===== src/rtl/leb_pkg.sv =====
`timescale 1ns / 1ps
// ----------------------------------------------------------------------------
// leb_pkg
// Types and constants shared by the line edit buffer modules.
// ----------------------------------------------------------------------------
package leb_pkg;

  localparam int unsigned CharW = 7;
  localparam int unsigned KeyW  = 8;
  localparam int unsigned OpW   = 2;
  localparam int unsigned IdxW  = 6;
  localparam int unsigned OutW  = 7;
  localparam int unsigned RdW   = 8;

  typedef enum logic [OpW-1:0] {
    OP_KEY   = 2'd0,
    OP_LEFT  = 2'd1,
    OP_RIGHT = 2'd2,
    OP_READ  = 2'd3
  } op_e;

  localparam logic [KeyW-1:0] KEY_FIRST_PRINTABLE = 8'd32;
  localparam logic [KeyW-1:0] KEY_LAST_PRINTABLE  = 8'd126;
  localparam logic [KeyW-1:0] KEY_BACKSPACE       = 8'd8;
  localparam logic [KeyW-1:0] KEY_DELETE          = 8'd127;

  localparam logic [OutW-1:0] MAX_LENGTH_RESET = 7'd64;

  // Broadcast to every cell: open a gap (ins) or close one (rem) at a position
  typedef struct packed {
    logic             ins;
    logic             rem;
    logic [CharW-1:0] ch;
  } shift_cmd_t;

endpackage


===== src/rtl/leb_cell.sv =====
`timescale 1ns / 1ps
// ----------------------------------------------------------------------------
// leb_cell
// One character slot of the line; takes from a neighbour on insert or delete.
// ----------------------------------------------------------------------------
module leb_cell
  import leb_pkg::*;
#(
  parameter int unsigned Capacity = 64,
  parameter int unsigned Index    = 0,
  localparam int unsigned PosW    = $clog2(Capacity + 1)
) (
  input  logic             clk_i,
  input  logic             rst_ni,
  input  shift_cmd_t       cmd_i,
  input  logic [PosW-1:0]  pos_i,
  input  logic [CharW-1:0] left_i,
  input  logic [CharW-1:0] right_i,
  output logic [CharW-1:0] char_o
);

  localparam logic [PosW-1:0] MyPos = PosW'(Index);

  logic [CharW-1:0] char_d, char_q;

  always_comb begin
    char_d = char_q;
    if (cmd_i.ins) begin
      if (MyPos == pos_i) begin
        char_d = cmd_i.ch;
      end else if (MyPos > pos_i) begin
        char_d = left_i;
      end
    end else if (cmd_i.rem) begin
      // close the gap: everything from the removed slot upward moves down
      if (MyPos >= pos_i) begin
        char_d = right_i;
      end
    end
  end

  always_ff @(posedge clk_i or negedge rst_ni) begin
    if (!rst_ni) begin
      char_q <= '0;
    end else begin
      char_q <= char_d;
    end
  end

  assign char_o = char_q;

endmodule


===== src/rtl/leb_ctrl.sv =====
`timescale 1ns / 1ps
// ----------------------------------------------------------------------------
// leb_ctrl
// Decodes a transaction, keeps cursor, length and limit, drives the cell row.
// ----------------------------------------------------------------------------
module leb_ctrl
  import leb_pkg::*;
#(
  parameter int unsigned Capacity = 64,
  localparam int unsigned PosW    = $clog2(Capacity + 1)
) (
  input  logic            clk_i,
  input  logic            rst_ni,
  input  logic            start_i,
  input  logic [OpW-1:0]  op_i,
  input  logic [KeyW-1:0] key_i,
  input  logic            cfg_we_i,
  input  logic [OutW-1:0] cfg_wdata_i,
  output shift_cmd_t      cmd_o,
  output logic [PosW-1:0] pos_o,
  output logic [PosW-1:0] cursor_o,
  output logic [PosW-1:0] length_o,
  output logic            changed_o
);

  localparam int unsigned LimW = (PosW > OutW) ? PosW : OutW;

  logic [PosW-1:0] cursor_d, cursor_q;
  logic [PosW-1:0] length_d, length_q;
  logic [OutW-1:0] max_length_q;
  logic            full;
  logic            is_print;
  op_e             op;

  assign op = op_e'(op_i);

  // limit saturates at the capacity of the row
  assign full = (length_q >= PosW'(Capacity)) ||
                (LimW'(length_q) >= LimW'(max_length_q));

  always_comb begin
    is_print = key_i inside {[KEY_FIRST_PRINTABLE:KEY_LAST_PRINTABLE]};
  end

  always_comb begin
    cmd_o.ins = 1'b0;
    cmd_o.rem = 1'b0;
    cmd_o.ch  = key_i[CharW-1:0];
    pos_o     = cursor_q;
    cursor_d  = cursor_q;
    length_d  = length_q;
    changed_o = 1'b0;
    if (start_i) begin
      case (op)
        OP_KEY: begin
          if (is_print) begin
            if (!full) begin
              cmd_o.ins = 1'b1;
              cursor_d  = cursor_q + 1'b1;
              length_d  = length_q + 1'b1;
              changed_o = 1'b1;
            end
          end else if (key_i == KEY_BACKSPACE) begin
            if (cursor_q != '0) begin
              cmd_o.rem = 1'b1;
              pos_o     = cursor_q - 1'b1;
              cursor_d  = cursor_q - 1'b1;
              length_d  = length_q - 1'b1;
              changed_o = 1'b1;
            end
          end else if (key_i == KEY_DELETE) begin
            if (cursor_q < length_q) begin
              cmd_o.rem = 1'b1;
              length_d  = length_q - 1'b1;
              changed_o = 1'b1;
            end
          end
        end
        OP_LEFT: begin
          if (cursor_q != '0) begin
            cursor_d  = cursor_q - 1'b1;
            changed_o = 1'b1;
          end
        end
        OP_RIGHT: begin
          if (cursor_q < length_q) begin
            cursor_d  = cursor_q + 1'b1;
            changed_o = 1'b1;
          end
        end
        default: begin
          // read: no state change
        end
      endcase
    end
  end

  always_ff @(posedge clk_i or negedge rst_ni) begin
    if (!rst_ni) begin
      cursor_q     <= '0;
      length_q     <= '0;
      max_length_q <= MAX_LENGTH_RESET;
    end else begin
      cursor_q <= cursor_d;
      length_q <= length_d;
      if (cfg_we_i) begin
        max_length_q <= cfg_wdata_i;
      end
    end
  end

  assign cursor_o = cursor_q;
  assign length_o = length_q;

  a_cursor_in_line : assert property (@(posedge clk_i) disable iff (!rst_ni)
    cursor_q <= length_q)
    else $error("cursor beyond end of line");

  a_length_in_cap : assert property (@(posedge clk_i) disable iff (!rst_ni)
    length_q <= PosW'(Capacity))
    else $error("length beyond capacity");

  a_one_shift : assert property (@(posedge clk_i) disable iff (!rst_ni)
    !(cmd_o.ins && cmd_o.rem))
    else $error("insert and remove in one cycle");

  a_ins_grows : assert property (@(posedge clk_i) disable iff (!rst_ni)
    cmd_o.ins |=> (length_q == PosW'($past(length_q) + 1'b1)))
    else $error("insert did not grow the line");

  a_rem_shrinks : assert property (@(posedge clk_i) disable iff (!rst_ni)
    cmd_o.rem |=> (length_q == PosW'($past(length_q) - 1'b1)))
    else $error("remove did not shrink the line");

endmodule


===== src/rtl/line_edit_buffer.sv =====
`timescale 1ns / 1ps
// ----------------------------------------------------------------------------
// line_edit_buffer
// One-line text buffer with cursor, held in a row of character cells.
// ----------------------------------------------------------------------------
// Usage:
//   A transaction is taken at a clock edge with start_i high (busy_o is held
//   low, so one transaction may follow another every cycle). op_i selects a
//   key press (key_i), cursor left, cursor right or a read of read_index_i.
//   In the cycle after acceptance done_o pulses for one cycle with the
//   cursor, length, read character and changed flag after that transaction.
//   Throughput is one transaction per cycle: the whole insert or delete
//   shift happens in the cell row at the accepting edge, each cell taking
//   from its left or right neighbour.
//   The receiver cannot stall; results are presented once and dropped.
//   max_length_i is written with max_length_we_i while no transaction is in
//   flight (user's duty, not enforced); the limit saturates at Capacity.
//   Reset clears every cell, the cursor and the length, and sets the limit
//   to 64; the block is ready in the first cycle after reset.
// ----------------------------------------------------------------------------
module line_edit_buffer
  import leb_pkg::*;
#(
  parameter int unsigned Capacity = 64
) (
  input  logic            clk_i,
  input  logic            rst_ni,
  input  logic            start_i,
  output logic            busy_o,
  input  logic [OpW-1:0]  op_i,
  input  logic [KeyW-1:0] key_i,
  input  logic [IdxW-1:0] read_index_i,
  input  logic            max_length_we_i,
  input  logic [OutW-1:0] max_length_i,
  output logic            done_o,
  output logic [OutW-1:0] cursor_o,
  output logic [OutW-1:0] length_o,
  output logic [RdW-1:0]  read_char_o,
  output logic            changed_o
);

  localparam int unsigned PosW   = $clog2(Capacity + 1);
  localparam int unsigned IdxCmW = (PosW > IdxW) ? PosW : IdxW;

  shift_cmd_t       cmd;
  logic [PosW-1:0]  pos;
  logic [PosW-1:0]  cursor;
  logic [PosW-1:0]  length;
  logic             changed;
  logic [CharW-1:0] chars [Capacity];
  logic [CharW-1:0] sel_char;
  logic [IdxCmW-1:0] idx_ext;
  logic             rd_hit;
  logic [RdW-1:0]   read_char_d, read_char_q;
  logic             changed_q, done_q;

  leb_ctrl #(
    .Capacity (Capacity)
  ) u_ctrl (
    .clk_i       (clk_i),
    .rst_ni      (rst_ni),
    .start_i     (start_i),
    .op_i        (op_i),
    .key_i       (key_i),
    .cfg_we_i    (max_length_we_i),
    .cfg_wdata_i (max_length_i),
    .cmd_o       (cmd),
    .pos_o       (pos),
    .cursor_o    (cursor),
    .length_o    (length),
    .changed_o   (changed)
  );

  for (genvar i = 0; i < Capacity; i++) begin : g_cell
    logic [CharW-1:0] left_ch, right_ch;
    if (i == 0) begin : g_first
      assign left_ch = '0;
    end else begin : g_mid_l
      assign left_ch = chars[i-1];
    end
    if (i == Capacity - 1) begin : g_last
      assign right_ch = '0;
    end else begin : g_mid_r
      assign right_ch = chars[i+1];
    end
    leb_cell #(
      .Capacity (Capacity),
      .Index    (i)
    ) u_cell (
      .clk_i   (clk_i),
      .rst_ni  (rst_ni),
      .cmd_i   (cmd),
      .pos_i   (pos),
      .left_i  (left_ch),
      .right_i (right_ch),
      .char_o  (chars[i])
    );
  end

  assign idx_ext = IdxCmW'(read_index_i);

  always_comb begin
    sel_char = '0;
    for (int i = 0; i < Capacity; i++) begin
      if (idx_ext == IdxCmW'(i)) begin
        sel_char = chars[i];
      end
    end
  end

  // a read past the end of the line returns zero
  assign rd_hit      = start_i && (op_e'(op_i) == OP_READ) && (idx_ext < IdxCmW'(length));
  assign read_char_d = rd_hit ? {1'b0, sel_char} : '0;

  always_ff @(posedge clk_i or negedge rst_ni) begin
    if (!rst_ni) begin
      done_q      <= 1'b0;
      read_char_q <= '0;
      changed_q   <= 1'b0;
    end else begin
      done_q      <= start_i;
      read_char_q <= read_char_d;
      changed_q   <= changed;
    end
  end

  assign busy_o      = 1'b0;
  assign done_o      = done_q;
  assign cursor_o    = OutW'(cursor);
  assign length_o    = OutW'(length);
  assign read_char_o = read_char_q;
  assign changed_o   = changed_q;

endmodule

===== config.mk =====
export PLATFORM = sky130hd
export DESIGN_NAME = line_edit_buffer
export DESIGN_NICKNAME = d
export VERILOG_FILES = /design/src/rtl/leb_pkg.sv /design/src/rtl/leb_cell.sv /design/src/rtl/leb_ctrl.sv /design/src/rtl/line_edit_buffer.sv
export SDC_FILE = /design/constraint.sdc
export NUM_CORES = 2
export LEC_CHECK = 0
export BUFFER_PORTS_ARGS = -buffer_cell sky130_fd_sc_hd__clkbuf_2
export CAP_MARGIN = 5
export CORE_MARGIN = 1.5
export CORE_UTILIZATION = 59
export CTS_CLUSTER_SIZE = 24
export DETAILED_ROUTE_END_ITERATION = 10
export GPL_ROUTABILITY_DRIVEN = 0
export PLACE_DENSITY_LB_ADDON = 0.25
export SETUP_SLACK_MARGIN = 0.15
export SLEW_MARGIN = 25
export SYNTH_ARGS = -nofsm -noshare
export SYNTH_HDL_FRONTEND = slang
export SYNTH_SLANG_ARGS = --single-unit

===== constraint.sdc =====
create_clock -name clk_i -period 3.5 [get_ports clk_i]
set_clock_uncertainty 0.1 [all_clocks]
set_input_delay 0.7 -clock clk_i [delete_from_list [all_inputs] [get_ports clk_i]]
set_output_delay 0.7 -clock clk_i [all_outputs]
set_load 0.02 [all_outputs]

==> out/metrics.yaml <==
critical_path:
  end_kind: "flip-flop"
  cp.arrival_ns: 3.83
  critPathMaxStageDelay_ns: 0.52
  cp_max_fo: 14
  slowest_stage: "dfrtp_1"
  start_kind: "flip-flop"
  crit_chain: "or3_4 -> a2111oi_1 -> a21o_1 -> buf_4 -> a31o_2 -> buf_4 -> nand2_1 -> o21bai_2 -> buf_4 -> o221ai_1"
  crit_top_cell: "buf_4"
  worst_ep_required_time_ns: 3.87
  crit_type: "flip-flop to flip-flop"
route:
  viasPerCell: 7.31
  drtIter0Drc: 7089
  wire_per_inst_um: 27.3
  firstDrtPassIters: 11
  routed_wirelength_um: 140000
  postRouteAntennaNets: 0
  drc: 1
  routed-via-count: 37600
sta:
  drv_slew: 0
  tightestPinTransition_ns: 1.06
  setup_viol: 0
  slew_headroom_pct: 29.0
  min_period_over_period_pct: 98.8
  max_freq_ghz: 0.289
  rsz0062_at_grt: "true"
  period_needed_ns: 3.46
  hold_viol_final: 0
floorplanning:
  fp.dieH_um: 243
  core_um2: 56700
  initial_core_util_pct: 59.9
  die-area_um2: 59100
  num_io_pins: 52
  fp.dieW_um: 243
  num_rows: 87
run_status:
  violations: "DRC"
  outcome: "finished with violations"
logic_synthesis:
  synth_area_leaders: "dfrtp_1, mux2i_1, nand2_1"
  ys.warnings.count: 0
  yosys.area.top_type: "dfrtp_1"
  yosys_most_used_dff: "dfrtp_1"
  async_flop_share_pct: 100
  synth_cell_type_count: 98
  ys_ff_latch: 478
  ys_seq_area_share_pct: 35.2
  syn-mean-instance-area_um2: 8.55
  netlist_instances: 3976
  synth-edff-count: 0
  syn_area_um2: 34000
  synth_top_area_share_pct: 35.1
global_routing:
  grt_start_max_net_pins: 89
  gr-total-overflow: 0
  antenna_found_initial: 3
  grt_pass1_vias: 35500
  grtUsageTotal_pct: 46.1
  grt_first_pass_wirelength_um: 214000
clock_tree:
  hold_buffers: 0
  ctsLongestPathBuffers: 3
  clkLatencyLatePin_ns: 0.62
  cts_tree: "done"
  clock-root-buffer: "clkbuf_16"
  htreeDepth: 2
  cts.sinks: 478
  path_clk_slew_ns: 0.07
  cts_buffers: 52
cells_and_area:
  layout-drive-gt1-share_pct: 23.6
  nets: 4412
  finalNonFillerCells: 5150
  utilization_pct: 74.7
  area_delta_synth_final_pct: 24.6
pwr:
  leakage_uw: 0.0193
  peakVddDrop_v: 0.000387
  powerDensity_nw_per_um2: 379
place:
  place_hpwl_um: 97500
  io_buffer_count: 49
  place_inst: 5031
flow_run:
  maxCapViolations: 0
min_path:
  holdCritPathClass: "input pin to async pin"
flip-flops by register name, indices dropped and copies added, names as in the netlist:
register / cells
g_cell.u_cell.char_o: 448
read_char_o: 7
u_ctrl.cursor_o: 7
u_ctrl.length_o: 7
u_ctrl.max_length_q: 7
changed_o: 1
done_o: 1
cells by family (layout without fill, tap and decap cells):
| logic type | Yosys count | count (layout) | share of synthesized area [%] |
|---|---|---|---|
| simple gates | 1405 | 1408 | 18.4 |
| compound gates | 1060 | 1060 | 22.9 |
| mux | 569 | 569 | 17.2 |
| flops | 478 | 478 | 35.2 |
| buf+inv | 419 | 832 | 4.80 |
| fa+ha+maj | 32 | 32 | 1.20 |
| xor+xnor | 12 | 12 | 0.309 |
| other cells | 1 | 3 | 0.0110 |
cell usage in the layout, fill, tap and decap left out, types with 19 or more instances in the layout:
cell       synthesis  layout
mux2_2            61      59
mux2i_1          502     499
o22ai_1           36      35
inv_1             64      59
buf_12             0      78
a21oi_1          139     135
a21o_1            21      19
a211oi_1          23      23
nand2_1          940     928
o221ai_1         402     388
nor2_1           111     101
clkbuf_16          0      55
o21ai_0          178     168
clkbuf_2           1      38
nand3_1          118     111
a31oi_1           30      26
ha_1              31      27
nor3_1            47      40
buf_4              4     532
o211ai_1          43      43
dfrtp_1          477     473
path summary, 6_finish.rpt:
path,start,endpoint,slack (ns),depth (start not counted)
min in group clk_i,start_i,done_o$_DFF_PN0_,0.16,1
worst max register to register,u_ctrl.cursor_o[4]$_DFFE_PN0P_,g_cell[58].u_cell.char_o[4]$_DFFE_PN0P_,0.04,10
worst min register to register,g_cell[0].u_cell.char_o[0]$_DFFE_PN0P_,g_cell[0].u_cell.char_o[0]$_DFFE_PN0P_,0.43,2
max in group asynchronous,rst_ni,g_cell[54].u_cell.char_o[5]$_DFFE_PN0P_,2.32,2
worst min-delay path,rst_ni,g_cell[21].u_cell.char_o[5]$_DFFE_PN0P_,0.09,1
worst max-delay path,u_ctrl.cursor_o[4]$_DFFE_PN0P_,g_cell[58].u_cell.char_o[4]$_DFFE_PN0P_,0.04,10
per-layer routing:
| metal | part of all wire (%) | wire length, um | GRT usage [%] |
|---|---|---|---|
| met2 | 41 | 58200 | 66.3 |
| met1 | 36 | 50500 | 60.1 |
| met5 | 0.069 | 97 | 0.817 |
| met4 | 8.1 | 11400 | 28.8 |
| met3 | 15 | 20400 | 14.4 |
area by class of cell:
cell class | count | area, um2
multi-input cells | 3083 | 21400
fillers | 3862 | 14400
repair buffers | 673 | 6000
clock buffers | 72 | 1510
clock inverters | 22 | 294
flip-flops and latches | 478 | 12000
inverters | 65 | 249
well taps | 756 | 946
diodes | 1 | 2.50
metrics by stage:
| step | hold slack (ns) | setup WS, ns | TNS [ns] | power (uW) | area [um2] |
|---|---|---|---|---|---|
| 6_report | 0.0885 | 0.0410 | 0 | 16000 | 42300 |
| 5_1_grt | 0.120 | -0.00473 | -0.00473 | 16400 | 42300 |
| 4_1_cts | 0.0965 | 0.153 | 0 | 15600 | 41800 |
| 3_5_place_dp | 0.407 | -0.351 | -67.55 | 9620 | 39800 |
| 3_3_place_gp | 0.393 | -0.290 | -36.79 | 9550 | 39800 |
| 2_1_floorplan | 0.304 | 0.0562 | 0 | 7700 | 34500 |
Yosys cell counts, types with 21 or more instances:
master / count
ha_1: 31
clkbuf_1: 294
buf_2: 35
o22ai_1: 36
or2_2: 24
nand3_1: 118
a211oi_1: 23
mux2i_1: 502
o221ai_1: 402
a31oi_1: 30
o211ai_1: 43
o21ai_0: 178
mux2_2: 61
inv_1: 64
a21o_1: 21
dfrtp_1: 477
nand2_1: 940
nor3_1: 47
a21oi_1: 139
nor2_1: 111
repair_timing:
item                       4_1_cts  5_1_grt
pin swaps                        3       15
resized for setup               43       96
setup endpoints to repair      449      411
gates cloned                     1        6
buffers inserted                 2       15
worst max-delay path, delay by kind of cell, from the launching register on:
| kind | cells | cell delay [ns] |
|---|---|---|
| AO/OA/AOI/OAI | 5 | 1.46 |
| buffers and inverters | 3 | 0.62 |
| flip-flops | 1 | 0.52 |
| AND/OR/NAND/NOR | 2 | 0.60 |
report_power, final:
group	switching, uW	leakage (uW)	total (uW)	internal [uW]
registers	159	0.00644	5790	5630
clock network	2480	0.000892	5990	3510
logic	2570	0.0120	4250	1680
(Power assumes the default switching activity.)
